`config.mk`:
```
export PLATFORM = sky130hd
export DESIGN_NAME = sep3_horiz_pass
export DESIGN_NICKNAME = d
export VERILOG_FILES = /design/src/rtl/separable_3x3_pixel_filter_assert.svh /design/src/rtl/sep3_pkg.sv /design/src/rtl/sep3_horiz_pass.sv
export SDC_FILE = /design/constraint.sdc
export NUM_CORES = 1
export LEC_CHECK = 0
export BUFFER_PORTS_ARGS = -buffer_cell sky130_fd_sc_hd__clkbuf_2
export CAP_MARGIN = 20
export CORE_UTILIZATION = 25
export CTS_CLUSTER_SIZE = 10
export DETAILED_ROUTE_END_ITERATION = 16
export GPL_ROUTABILITY_DRIVEN = 1
export PLACE_DENSITY = 0.45
export SYNTH_ARGS = -nofsm -noshare
export SYNTH_HDL_FRONTEND = slang
export SYNTH_SLANG_ARGS = --single-unit
```
`constraint.sdc`:
```
create_clock -name clock -period 51.9 [get_ports clock]
set_input_delay 12.975 -clock clock [delete_from_list [all_inputs] [get_ports clock]]
set_output_delay 12.975 -clock clock [all_outputs]
set_load 0.01 [all_outputs]
```
`src/rtl/separable_3x3_pixel_filter_assert.svh`:
```
// Concurrent check macros for the pixel filter.
`ifndef SEPARABLE_3X3_PIXEL_FILTER_ASSERT_SVH
`define SEPARABLE_3X3_PIXEL_FILTER_ASSERT_SVH

// same-cycle implication
`define SEP3_ASSERT_IMPLY(lbl, ante, cons, msg) \
   lbl: assert property (@(posedge clock) disable iff (reset) (ante) |-> (cons)) \
      else $error(msg);

// next-cycle implication
`define SEP3_ASSERT_NEXT(lbl, ante, cons, msg) \
   lbl: assert property (@(posedge clock) disable iff (reset) (ante) |=> (cons)) \
      else $error(msg);

`endif

```
`src/rtl/sep3_pkg.sv`:
```
`default_nettype none
package sep3_pkg;

   localparam int MAX_WIDTH   = 1024;
   localparam int MAX_HEIGHT  = 4096;
   localparam int COL_W       = $clog2(MAX_WIDTH);
   localparam int WIDTH_W     = 11;
   localparam int HEIGHT_W    = 13;
   localparam int COUNT_W     = 23;
   localparam int AREA_W      = WIDTH_W + HEIGHT_W;
   localparam int NFIELDS     = 3;
   localparam int FIFO_DEPTH  = 4;
   localparam int FIFO_PTR_W  = $clog2(FIFO_DEPTH);
   localparam int FIFO_CNT_W  = FIFO_PTR_W + 1;
   localparam int CSR_INDEX_W = 2;
   localparam int CSR_DATA_W  = 13;

   localparam logic [CSR_INDEX_W-1:0] CSR_IMAGE_WIDTH  = 2'd0;
   localparam logic [CSR_INDEX_W-1:0] CSR_IMAGE_HEIGHT = 2'd1;

   localparam logic [WIDTH_W-1:0]  WIDTH_RESET  = 11'd640;
   localparam logic [HEIGHT_W-1:0] HEIGHT_RESET = 13'd480;
   localparam logic [HEIGHT_W-1:0] ROW_LIMIT    = 13'd8191;

   typedef logic [NFIELDS-1:0][7:0] pix_type;

   typedef struct packed {
      logic       kind;
      logic [7:0] in_red;
      logic [7:0] in_green;
      logic [7:0] in_blue;
   } sep3_req_type;

   typedef struct packed {
      logic [7:0] out_red;
      logic [7:0] out_green;
      logic [7:0] out_blue;
      logic [7:0] peak_so_far;
      logic       image_done;
   } sep3_rsp_type;

   typedef struct packed {
      logic             valid;
      logic [COL_W-1:0] addr;
      pix_type          below;
      logic             row_ge1;
      logic             row_ge2;
      logic             emit;
      logic             has_left;
      logic             has_right;
      logic             done;
   } sep3_cmd_type;

   typedef struct packed {
      logic    valid;
      pix_type left;
      pix_type right;
      logic    has_left;
      logic    has_right;
      logic    done;
   } sep3_vert_type;

   // x / 3 for x below 1024
   function automatic logic [8:0] div3(input logic [9:0] x);
      logic [19:0] p;
      p = {10'd0, x} * 20'd683;
      return p[19:11];
   endfunction

   function automatic logic [7:0] clamp_byte(input logic [8:0] x);
      return x[8] ? 8'hFF : x[7:0];
   endfunction

endpackage
`default_nettype wire

```
`src/rtl/sep3_horiz_pass.sv`:
```
`default_nettype none
module sep3_horiz_pass import sep3_pkg::*; (
   input  logic          clock,
   input  logic          reset,
   input  sep3_vert_type vert,
   output logic          push,
   output sep3_rsp_type  push_data
);

   logic [7:0] peak_ff;
   logic [7:0] peak_in;
   pix_type    r;

   always_comb begin
      peak_in = peak_ff;
      for (int ch = 0; ch < NFIELDS; ch++) begin
         logic [7:0] lt, rt, d;
         lt = vert.has_left  ? vert.left[ch]  : 8'd0;
         rt = vert.has_right ? vert.right[ch] : 8'd0;
         d  = (rt > lt) ? rt - lt : 8'd0;
         r[ch] = clamp_byte(div3({2'd0, d}));
         if (r[ch] > peak_in) begin
            peak_in = r[ch];
         end
      end
      push                  = vert.valid;
      push_data.out_red     = r[2];
      push_data.out_green   = r[1];
      push_data.out_blue    = r[0];
      push_data.peak_so_far = peak_in;
      push_data.image_done  = vert.done;
   end

   always_ff @(posedge clock) begin
      if (reset) begin
         peak_ff <= 8'd0;
      end else if (vert.valid) begin
         peak_ff <= vert.done ? 8'd0 : peak_in;
      end
   end

endmodule
`default_nettype wire

```
==> Word-level counts from Yosys, hierarchy flattened <==
Index checks and enable logic that the tools add are counted.
{ "word_totals": {"register_bits": 8, "latchBits": 0, "mem_bits_rw": 0, "rom_bits": 0, "in_bits": 54, "output_inout_bits": 34, "elab_cells": 26, "n_memories": 0} }
{ "classes": {"addsub": 3, "multipliers": 3, "div": 0, "n_lt_le_gt_ge": 6, "eq_ne": 0, "shift": 0, "n_mux": 13, "n_bitwise": 0, "reduce_logical": 0} }
{ "op_table": {"columns": ["cell", "count"], "rows": [
  ["$mux 8", 13],
  ["$mul 8x10->18 const B", 3],
  ["$gt 7x8->1", 3],
  ["$gt 8x8->1", 3],
  ["$sub 8x8->8", 3]
]} }

==> Depth between registers and ports, before layout <==
{ "depth": {"depth_word": 11, "ltp_mapped": 61, "mapped_depth_nobuf": 57} }

==> Worst setup path after synthesis <==
Ideal clock, no wire load.
{ "synth_timing": {"path_kind": "input-to-output", "startpoint": "in vert[2] (netlist name)", "endpoint": "out push_data[1] (netlist name)", "arrival_ns": 23.644, "slack_ns": 15.281, "path_stages": 51, "n_path_buf": 2, "path_cell_list": "clkbuf_1 > nand2_1 > ha_1 > a21o_1 > a21o_1 > a21o_1 > a21o_1 > a21o_1 > a21oi_1 > xor2_1 > nor2_1 > ha_1 > inv_1 > fa_1 > fa_1 > inv_1 > fa_1 > ha_1 > [15 not listed] > and4b_1 > o21ai_0 > a311o_2 > o31ai_2 > o31ai_4 > mux2i_1 > inv_1 > ha_1 > nor2b_1 > o21a_1 > o21ai_0 > nand2b_1 > a21oi_1 > nor2b_1 > o21ai_0 > a211oi_1 > clkbuf_1 > mux2i_1"} }
{ "synth_rtl": {"columns": ["element", "line", "rtl"], "rows": [
  ["from (decl)", "sep3_horiz_pass.sv:5", "input sep3_vert_type vert,"],
  ["to (decl)", "sep3_horiz_pass.sv:7", "output sep3_rsp_type push_data"]
]} }

==> metrics.cfg <==
[power_and_ir_drop]
p_leak_nw=3.84
power_uw=447
power_per_cell_area_nw_per_um2=63.8
vdd.ir_drop.worst_mv=0.0705

[timing]
worstMarginPinSlew_ns=0.959
slew_headroom_pct=35.2
clock_skew_ns=0.00187
fin_setup_tns_ns=0
rsz0062_at_grt=false
holdWs_ns=0.497
setup-violations-final=0
fmax_mhz=26.6
finalCriticalPeriod_ns=37.57
period_share_pct=72.4
hold_violations=0
maxSlewViolCount=0

[detailed_routing]
drt_iter0_markers=170
drt_wl_total_um=15000
postRouteAntennaNets=0
post_drt_wl_per_cell_um=13.2
drt_pass1_iterations=4
drc=0
vias_per_cell=4.52
via_count=5154

[worst_setup_path]
worstPathRequired_ns=38.92
worstSetupPathType=input port to output port
cp_max_fo=24
cpMaxStageDelayCell=o41ai_1
crit_arrival_ns=24.60
critPathMaxStageDelay_ns=0.85
crit_start=vert[2]
endpoint_kind=output port
timing.rr.start=peak_ff[1]
worstSetupStartpointType=input port

[cells_and_area]
final_util_pct=28.9
multi_input_area_um2=5470
stdcell_count=1141
drive_gt1_share_pct=13.1
antennaDiodeCount=0
nFillCells=2697
largest_reg_flops=8
regMostFlops=peak_ff
area_delta_synth_final_pct=13.9
top_regs=peak_ff: 8 flops
fin_nets=1090
seqCellArea_um2=160

[die]
initial_utilization_pct=25.4
dieWidth_um=159
io_pins=88
fp.coreArea_um2=24200
dieHeight_um=159
num_rows=57
fp.dieArea_um2=25200

[yosys]
ys_seq_area_share_pct=2.60
postSynth.asyncResetShare_pct=0
yosysTopAreaCellShare_pct=34.4
synth_largest_area_cell=ha_1
synth_common_cells=169 x ha_1, 122 x inv_1, 53 x nand2_1
syn_inst=742
synth_edf_count=0
ys_ff_latch=8
synth_area_um2=6150
synth_top_flop_cell=dfxtp_1
yosys-top-cells-area=ha_1 34%, fa_1 16%, inv_1 7.4%
synthMostInstantiatedCell=ha_1
yosys_warnings=0
avgSynthCellArea_um2=8.29
synth_cell_types=67

[cts]
root_buffer=clkbuf_16
worstSkewPairLatency_ns=0.23
clockBufferDepth=2
path_clk_slew_ns=0.04
hold_buffers=0
cts-buffers-inserted=3
htreeDepth=1
cts.repair.resized=0
post_cts_buffers=0
cts_tree=yes
cts_sinks=8

[min_path]
hold_class=register to register
worstHoldStart=peak_ff[5]

[place]
gp_congestion=0.810
place_hpwl_um=13700
dp_cells=1137
port_buffers=84

[global_routing]
grt_max_degree=25
first_global_vias=5386
overflow=0
grt_pass1_wl_um=26000
antenna_found_initial=0
track_usage_pct=12.2

[status]
status=completed

[job]
maxCapViolCount=0

## cell usage in the layout (no fill, tap or decap), types with 6 or more instances in the layout
| cell | instances |
|---|---|
| ha_1 | 169 |
| inv_1 | 122 |
| clkbuf_2 | 84 |
| nand2_1 | 53 |
| fa_1 | 48 |
| a21oi_1 | 42 |
| nor2_1 | 39 |
| and2_1 | 27 |
| xnor2_1 | 23 |
| a21o_1 | 21 |
| o21ai_0 | 18 |
| nand3_1 | 12 |
| xor2_1 | 11 |
| o21ai_1 | 10 |
| a31oi_1 | 9 |
| mux2i_1 | 9 |
| nand4_1 | 8 |
| nand2b_1 | 8 |
| dfxtp_1 | 8 |
| o21bai_1 | 7 |
| nor3_1 | 7 |
| o21a_1 | 6 |
## through the flow
| step | setup WS, ns | cell area [µm²] |
|---|---|---|
| floorplan | 15.28 | 6160 |
| finish | 14.33 | 7000 |
| detailed placement | 13.87 | 6910 |
| global route | 13.21 | 7000 |
| CTS | 13.84 | 6990 |
| global placement | 14.05 | 6910 |
## logic make-up (layout without fill, tap and decap cells)
logic type,after synthesis,after routing,synth area share (%)
fa+ha+maj,217,217,50.0
buf+inv,137,210,8.67
mux,12,12,2.08
other cells,1,3,0.0610
simple gates,180,180,14.7
flops,8,8,2.60
xor+xnor,35,35,5.11
compound gates,152,152,16.8
## layer usage
layer / part of all wire, % / vias up / global-route usage, %
li1: - / 2722 / -
met1: 53 / 2368 / 17.7
met4: 0.31 / 0 / 0.618
met5: 0 / - / 0
met3: 2.0 / 4 / 0.810
met2: 44 / 60 / 20.6
## area by class of cell
cell class | count | share of cell area (%)
Tap cell | 324 | 5.79
Clock buffer | 3 | 1.07
Sequential cell | 8 | 2.29
Timing Repair Buffer | 85 | 6.20
Multi-Input combinational cell | 599 | 78.1
Inverter | 122 | 6.54
## power breakdown
part	switching (mW)	internal (mW)
registers	0.00182	0.00803
logic	0.247	0.177
clock network	0.00292	0.00992
## critical path, delay by kind of cell
family	cells	cell delay, ns
AOI/OAI and AO/OA	22	4.70
xor gates and xnor gates	2	0.28
adders and majority gates	9	3.08
buffers and inverters	10	1.22
muxes	2	0.67
and+or+nand+nor	10	1.61
## worst paths after layout
kind                                endpoint  slack (ns)  cells after the start
worst max-delay path            push_data[3]       14.33                     55
worst min-delay path              peak_ff[5]        0.50                      2
worst max register to register    peak_ff[2]       45.65                     28
worst min register to register    peak_ff[5]        0.50                      2
(Power assumes the default switching activity.)
