`src/rtl/separable_3x3_pixel_filter_assert.svh`:
```
// Concurrent check macros for the pixel filter.
`ifndef SEPARABLE_3X3_PIXEL_FILTER_ASSERT_SVH
`define SEPARABLE_3X3_PIXEL_FILTER_ASSERT_SVH

// same-cycle implication
`define SEP3_ASSERT_IMPLY(lbl, ante, cons, msg) \
   lbl: assert property (@(posedge clock) disable iff (reset) (ante) |-> (cons)) \
      else $error(msg);

// next-cycle implication
`define SEP3_ASSERT_NEXT(lbl, ante, cons, msg) \
   lbl: assert property (@(posedge clock) disable iff (reset) (ante) |=> (cons)) \
      else $error(msg);

`endif

```
`src/rtl/sep3_pkg.sv`:
```
`default_nettype none
package sep3_pkg;

   localparam int MAX_WIDTH   = 1024;
   localparam int MAX_HEIGHT  = 4096;
   localparam int COL_W       = $clog2(MAX_WIDTH);
   localparam int WIDTH_W     = 11;
   localparam int HEIGHT_W    = 13;
   localparam int COUNT_W     = 23;
   localparam int AREA_W      = WIDTH_W + HEIGHT_W;
   localparam int NFIELDS     = 3;
   localparam int FIFO_DEPTH  = 4;
   localparam int FIFO_PTR_W  = $clog2(FIFO_DEPTH);
   localparam int FIFO_CNT_W  = FIFO_PTR_W + 1;
   localparam int CSR_INDEX_W = 2;
   localparam int CSR_DATA_W  = 13;

   localparam logic [CSR_INDEX_W-1:0] CSR_IMAGE_WIDTH  = 2'd0;
   localparam logic [CSR_INDEX_W-1:0] CSR_IMAGE_HEIGHT = 2'd1;

   localparam logic [WIDTH_W-1:0]  WIDTH_RESET  = 11'd640;
   localparam logic [HEIGHT_W-1:0] HEIGHT_RESET = 13'd480;
   localparam logic [HEIGHT_W-1:0] ROW_LIMIT    = 13'd8191;

   typedef logic [NFIELDS-1:0][7:0] pix_type;

   typedef struct packed {
      logic       kind;
      logic [7:0] in_red;
      logic [7:0] in_green;
      logic [7:0] in_blue;
   } sep3_req_type;

   typedef struct packed {
      logic [7:0] out_red;
      logic [7:0] out_green;
      logic [7:0] out_blue;
      logic [7:0] peak_so_far;
      logic       image_done;
   } sep3_rsp_type;

   typedef struct packed {
      logic             valid;
      logic [COL_W-1:0] addr;
      pix_type          below;
      logic             row_ge1;
      logic             row_ge2;
      logic             emit;
      logic             has_left;
      logic             has_right;
      logic             done;
   } sep3_cmd_type;

   typedef struct packed {
      logic    valid;
      pix_type left;
      pix_type right;
      logic    has_left;
      logic    has_right;
      logic    done;
   } sep3_vert_type;

   // x / 3 for x below 1024
   function automatic logic [8:0] div3(input logic [9:0] x);
      logic [19:0] p;
      p = {10'd0, x} * 20'd683;
      return p[19:11];
   endfunction

   function automatic logic [7:0] clamp_byte(input logic [8:0] x);
      return x[8] ? 8'hFF : x[7:0];
   endfunction

endpackage
`default_nettype wire

```
`src/rtl/sep3_rsp_fifo.sv`:
```
`default_nettype none
module sep3_rsp_fifo import sep3_pkg::*; (
   input  logic         clock,
   input  logic         reset,
   input  logic         push,
   input  sep3_rsp_type push_data,
   output logic         rsp_valid,
   input  logic         rsp_ready,
   output sep3_rsp_type rsp_data
);

   sep3_rsp_type            slot_ff [FIFO_DEPTH];
   logic [FIFO_PTR_W-1:0]   wr_ptr_ff, rd_ptr_ff;
   logic [FIFO_CNT_W-1:0]   count_ff;
   logic                    pop;

   assign rsp_valid = (count_ff != '0);
   assign rsp_data  = slot_ff[rd_ptr_ff];
   assign pop       = rsp_valid && rsp_ready;

   always_ff @(posedge clock) begin
      if (push) begin
         slot_ff[wr_ptr_ff] <= push_data;
      end
      if (reset) begin
         wr_ptr_ff <= '0;
         rd_ptr_ff <= '0;
         count_ff  <= '0;
      end else begin
         if (push) begin
            wr_ptr_ff <= wr_ptr_ff + 1'b1;
         end
         if (pop) begin
            rd_ptr_ff <= rd_ptr_ff + 1'b1;
         end
         unique case ({push, pop})
            2'b10:   count_ff <= count_ff + 1'b1;
            2'b01:   count_ff <= count_ff - 1'b1;
            default: count_ff <= count_ff;
         endcase
      end
   end

endmodule
`default_nettype wire

```
`config.mk`:
```
export PLATFORM = sky130hd
export DESIGN_NAME = sep3_rsp_fifo
export DESIGN_NICKNAME = d
export VERILOG_FILES = /design/src/rtl/separable_3x3_pixel_filter_assert.svh /design/src/rtl/sep3_pkg.sv /design/src/rtl/sep3_rsp_fifo.sv
export SDC_FILE = /design/constraint.sdc
export NUM_CORES = 1
export LEC_CHECK = 0
export ABC_CLOCK_PERIOD_IN_PS = 2700
export BUFFER_PORTS_ARGS = -buffer_cell sky130_fd_sc_hd__buf_2
export CAP_MARGIN = 20
export CORE_MARGIN = 8
export CORE_UTILIZATION = 61
export DETAILED_ROUTE_END_ITERATION = 8
export GPL_TIMING_DRIVEN = 0
export MAX_ROUTING_LAYER = met4
export PLACE_DENSITY = 0.86
export RECOVER_POWER = 25
export SLEW_MARGIN = 30
export SYNTH_ARGS = -nofsm -noshare
export SYNTH_HDL_FRONTEND = slang
export SYNTH_SLANG_ARGS = --single-unit
export TNS_END_PERCENT = 100
```
`constraint.sdc`:
```
create_clock -name clock -period 2.7 [get_ports clock]
set_input_delay 0.54 -clock clock [delete_from_list [all_inputs] [get_ports clock]]
set_output_delay 0.54 -clock clock [all_outputs]
set_load 0.01 [all_outputs]
```
# Yosys cells after proc, flatten, opt, wreduce, memory -nomap -nowiden
# Memories as Yosys holds them, arrays and structs flattened. A register that Yosys moved wholly into a read port is not among the register bits.
# Cells that the tools add are included.
[op_classes]
muxes = 5
eq_ne = 2
n_addsub = 4
reduce_logical = 3
[op_table]
columns = ["cell", "count"]
rows = [
  ["$pmux 3 s2", 1],
  ["$add 2x1->2 const B", 2],
  ["$mux 2", 2],
  ["$add 3x1->3 const B", 1],
  ["$reduce_bool 3->1", 1],
  ["$sub 3x1->3 const B", 1],
  ["$eq 2x1->1 const B", 1],
  ["$eq 2x2->1 const B", 1],
  ["$mux 1", 2],
  ["$reduce_bool 2->1", 1],
  ["$logic_and 1x1->1", 1],
]
[word_totals]
ram_bits = 132
in_bits = 37
register_bits = 7
n_memories = 1
output_inout_bits = 34
wordCells = 18
[mem_list]
columns = ["name", "words", "word_bits", "read_ports", "rd_clocked_by_memory_dff", "write_ports", "line", "source"]
rows = [
  ["slot_ff", 4, 33, 1, 1, 1, "sep3_rsp_fifo.sv:12", "sep3_rsp_type slot_ff [FIFO_DEPTH];"],
]

# Depth between registers and ports, before layout
[logic_depth]
depth_word = 4
ltp_mapped = 7
mapped_depth_nobuf = 7

# Worst setup path before layout
# No wires, ideal clock.
[synth_timing]
path_kind = "in2reg"
from = "input port rsp_ready"
to = "register count_ff[2]"
setup_slack_ns = 0.790
required_time_ns = 2.630
cell_stages = 7
t_arrival_ns = 1.840
n_path_buf = 0
setup_ns = 0.070
cell_sequence = "o31a_1 ha_1 inv_1 fa_1 xor2_1 or3_1 a21oi_1"
[synth_via]
elab_chain_len = 3
word_cells_on_any_way = 5
classes_between = "eq/ne (2); mux (1); reduce/logical (2)"
[synth_lines]
columns = ["item", "line", "source"]
rows = [
  ["from (decl)", "sep3_rsp_fifo.sv:8", "input logic rsp_ready,"],
  ["$logic_and 1x1->1 (*)", "sep3_rsp_fifo.sv:19", "assign pop = rsp_valid && rsp_ready;"],
  ["$eq 2x1->1 / $eq 2x2->1 (equally long branches)", "sep3_rsp_fifo.sv:36", "unique case ({push, pop})"],
  ["$pmux 3 s2 / $reduce_bool 2->1 (equally long branches)", "n/a", ""],
  ["to (signal assigned)", "sep3_rsp_fifo.sv:37", "2'b10: count_ff <= count_ff + 1'b1;"],
  ["to (signal assigned)", "sep3_rsp_fifo.sv:38", "2'b01: count_ff <= count_ff - 1'b1;"],
  ["to (signal assigned)", "sep3_rsp_fifo.sv:39", "default: count_ff <= count_ff;"],
  ["to (decl)", "sep3_rsp_fifo.sv:14", "logic [FIFO_CNT_W-1:0] count_ff;"],
]
# Mark *: on every way between the ends. The rest lies on a longest branch, timed or not.
# A chain may end at the register's enable or synchronous reset.

==> reports/metrics.yaml <==
report.final.slew_viol_count: 0
max_slew_margin: 0.684
synth_edf_count: 132
status: "finished, final reports clean"
final_hold_viol_count: 0
dr.pass1.iters: 4
synth_top_area_frac: 0.755
synthFlopType: "edfxtp_1"
cp-start-kind: "flip-flop"
clockBufferDepth: 2
end_kind: "primary output"
fin_setup_tns_ns: 0
cts_tree: "built"
syn_inst: 220
final_common_cell: "edfxtp_1"
clkLatencyLatePin_ns: 0.52
boundaryPins: 71
std_cell_rows: 34
crit_type: "flip-flop to primary output"
post_dp_cell_area_sq_um: 5830
root_buffer: "clkbuf_8"
ctsHoldBuffers: 0
post_cts_buffers: 0
fp.dieH_um: 109
syn-num-nets: 263
fmax_ghz: 0.402
mappedNetlistArea_sq_um: 5250
ys_ff_latch: 141
coreArea_sq_um: 8550
rsz0062_at_grt: "no"
drive_gt1_frac: 0.369
vias: 2456
drv_cap: 0
area_delta_synth_final_pct: 21.2
wl_per_cell_um: 21.5
clk_pin_slew_ns: 0.06
crit_fanout: 10
wl_mm: 9.33
holdCritPathClass: "input pin to flip-flop"
synth_seq_area_share: 0.789
period_needed_ns: 2.49
vias_per_cell: 5.67
initial_utilization: 0.614
grt_max_degree: 24
first_iter_violations: 179
grt_pass1_vias: 2647
dpl.hpwl_mm: 5.94
drcViolationCount: 0
worst_slew_pin_slew_ns: 0.474
cts_resized: 0
diodes: 0
io_buffers: 69
synth_area_leaders: "edfxtp_1 75%, mux4_2 13%, dfxtp_1 3.4%"
place.gp.congestion: 0.691
synth_top_area_cell: "edfxtp_1"
die_w_um: 109
final_cell_area_sq_um: 6360
clock_skew_ns: 0.00536
antenna_found_initial: 0
cts.sinks: 141
cp.arrival_ns: 1.95
yosys.cell_types.count: 21
setup_violations: 0
yosysWarnings: 0
htree_levels: 4
fin_crit_sh: 0.922
grt_pass1_wl_mm: 14.1
async_flop_share: 0
final_cell_mix: "132 x edfxtp_1, 48 x buf_2, 30 x mux4_2"
worstPathRequired_ns: 2.16
grt_use_total: 0.173
syn_area_per_cell_sq_um: 23.9
p_leak_nw: 2.15
powerDensity_nw_per_um2: 916
grt-ovfl-total: 0
nNetsFinal: 355
peakVddDrop_uv: 530
numCtsBuffers: 17
antenna_left: 0
die-area_sq_um: 11800
## per-layer routing
| layer | up-vias | share of wire | GRT usage |
|---|---|---|---|
| met5 | - | 0 | - |
| met4 | 0 | 0.018 | 0.0743 |
| met3 | 13 | 0.046 | 0.0520 |
| li1 | 1100 | - | - |
| met2 | 69 | 0.55 | 0.294 |
| met1 | 1274 | 0.39 | 0.184 |
## through the flow
stage           util  instances  worst slack, ns  power (mW)  hold WS, ns
4_1_cts        0.748        433            0.126        5.89        0.207
2_1_floorplan      -        220            0.790        3.34        0.475
3_3_place_gp   0.670        397            0.223        3.65        0.494
5_1_grt        0.744        433            0.104        6.04        0.230
3_5_place_dp   0.682        401            0.561        3.70        0.529
6_report       0.744        433            0.211        5.83        0.243
## report_power, final
group	internal [mW]	switching, mW	leakage (nW)
registers	2.53	0.0581	1.29
logic	0.547	0.515	0.598
clock network	1.31	0.870	0.269
total	4.39	1.44	2.15
## cell usage after synthesis (2+ instances only)
master    number
edfxtp_1     132
mux4_2        30
dfxtp_1        9
nor2_1         8
inv_1          6
ha_1           5
and2_1         4
buf_12         3
buf_2          3
mux4_1         3
xor2_1         3
a21oi_1        2
clkbuf_1       2
or3_1          2
xnor2_1        2
## state kept, by name, indices dropped and copies added, names as in the netlist, named ones only
name and count:
slot_ff 132, wr_ptr_ff 2, count_ff 3, rd_ptr_ff 2
## logic make-up (layout without fill, tap and decap cells)
kind of cell	count (synthesis)	in the layout	share of synthesized area
flops	141	141	0.789
compound gates	5	5	0.00619
mux	34	34	0.146
fa+ha+maj	6	6	0.0157
buf+inv	15	120	0.0222
simple gates	14	14	0.0129
xor+xnor	5	5	0.00834
## final timing paths
kind	start	end	slack, ns	cells past startpoint
hold / removal	push_data[1]	slot_ff[1][1]$_DFFE_PP_	0.24	1
setup / recovery	flip-flop	rsp_data[20]	0.21	4
setup reg to reg	count_ff[1]$_SDFFE_PP0P_	count_ff[2]$_SDFFE_PP0P_	0.71	7
hold reg to reg	count_ff[2]$_SDFFE_PP0P_	count_ff[2]$_SDFFE_PP0P_	0.56	2
## area by class of cell
class	count	area, sq um
multi-input cells	64	996
clock inverters	14	145
plain buffers	9	93.8
repair buffers	73	410
clock buffers	18	418
flip-flops and latches	141	4140
inverters	6	22.5
fillers	471	2190
well taps	108	135
## critical path, cell delays in order (launching register included)
cell,delay [ns]
dfxtp_1,0.31
clkbuf_1,0.25
buf_2,0.33
mux4_2,0.37
buf_2,0.16
Note: power is estimated with default switching activity, not from simulation.
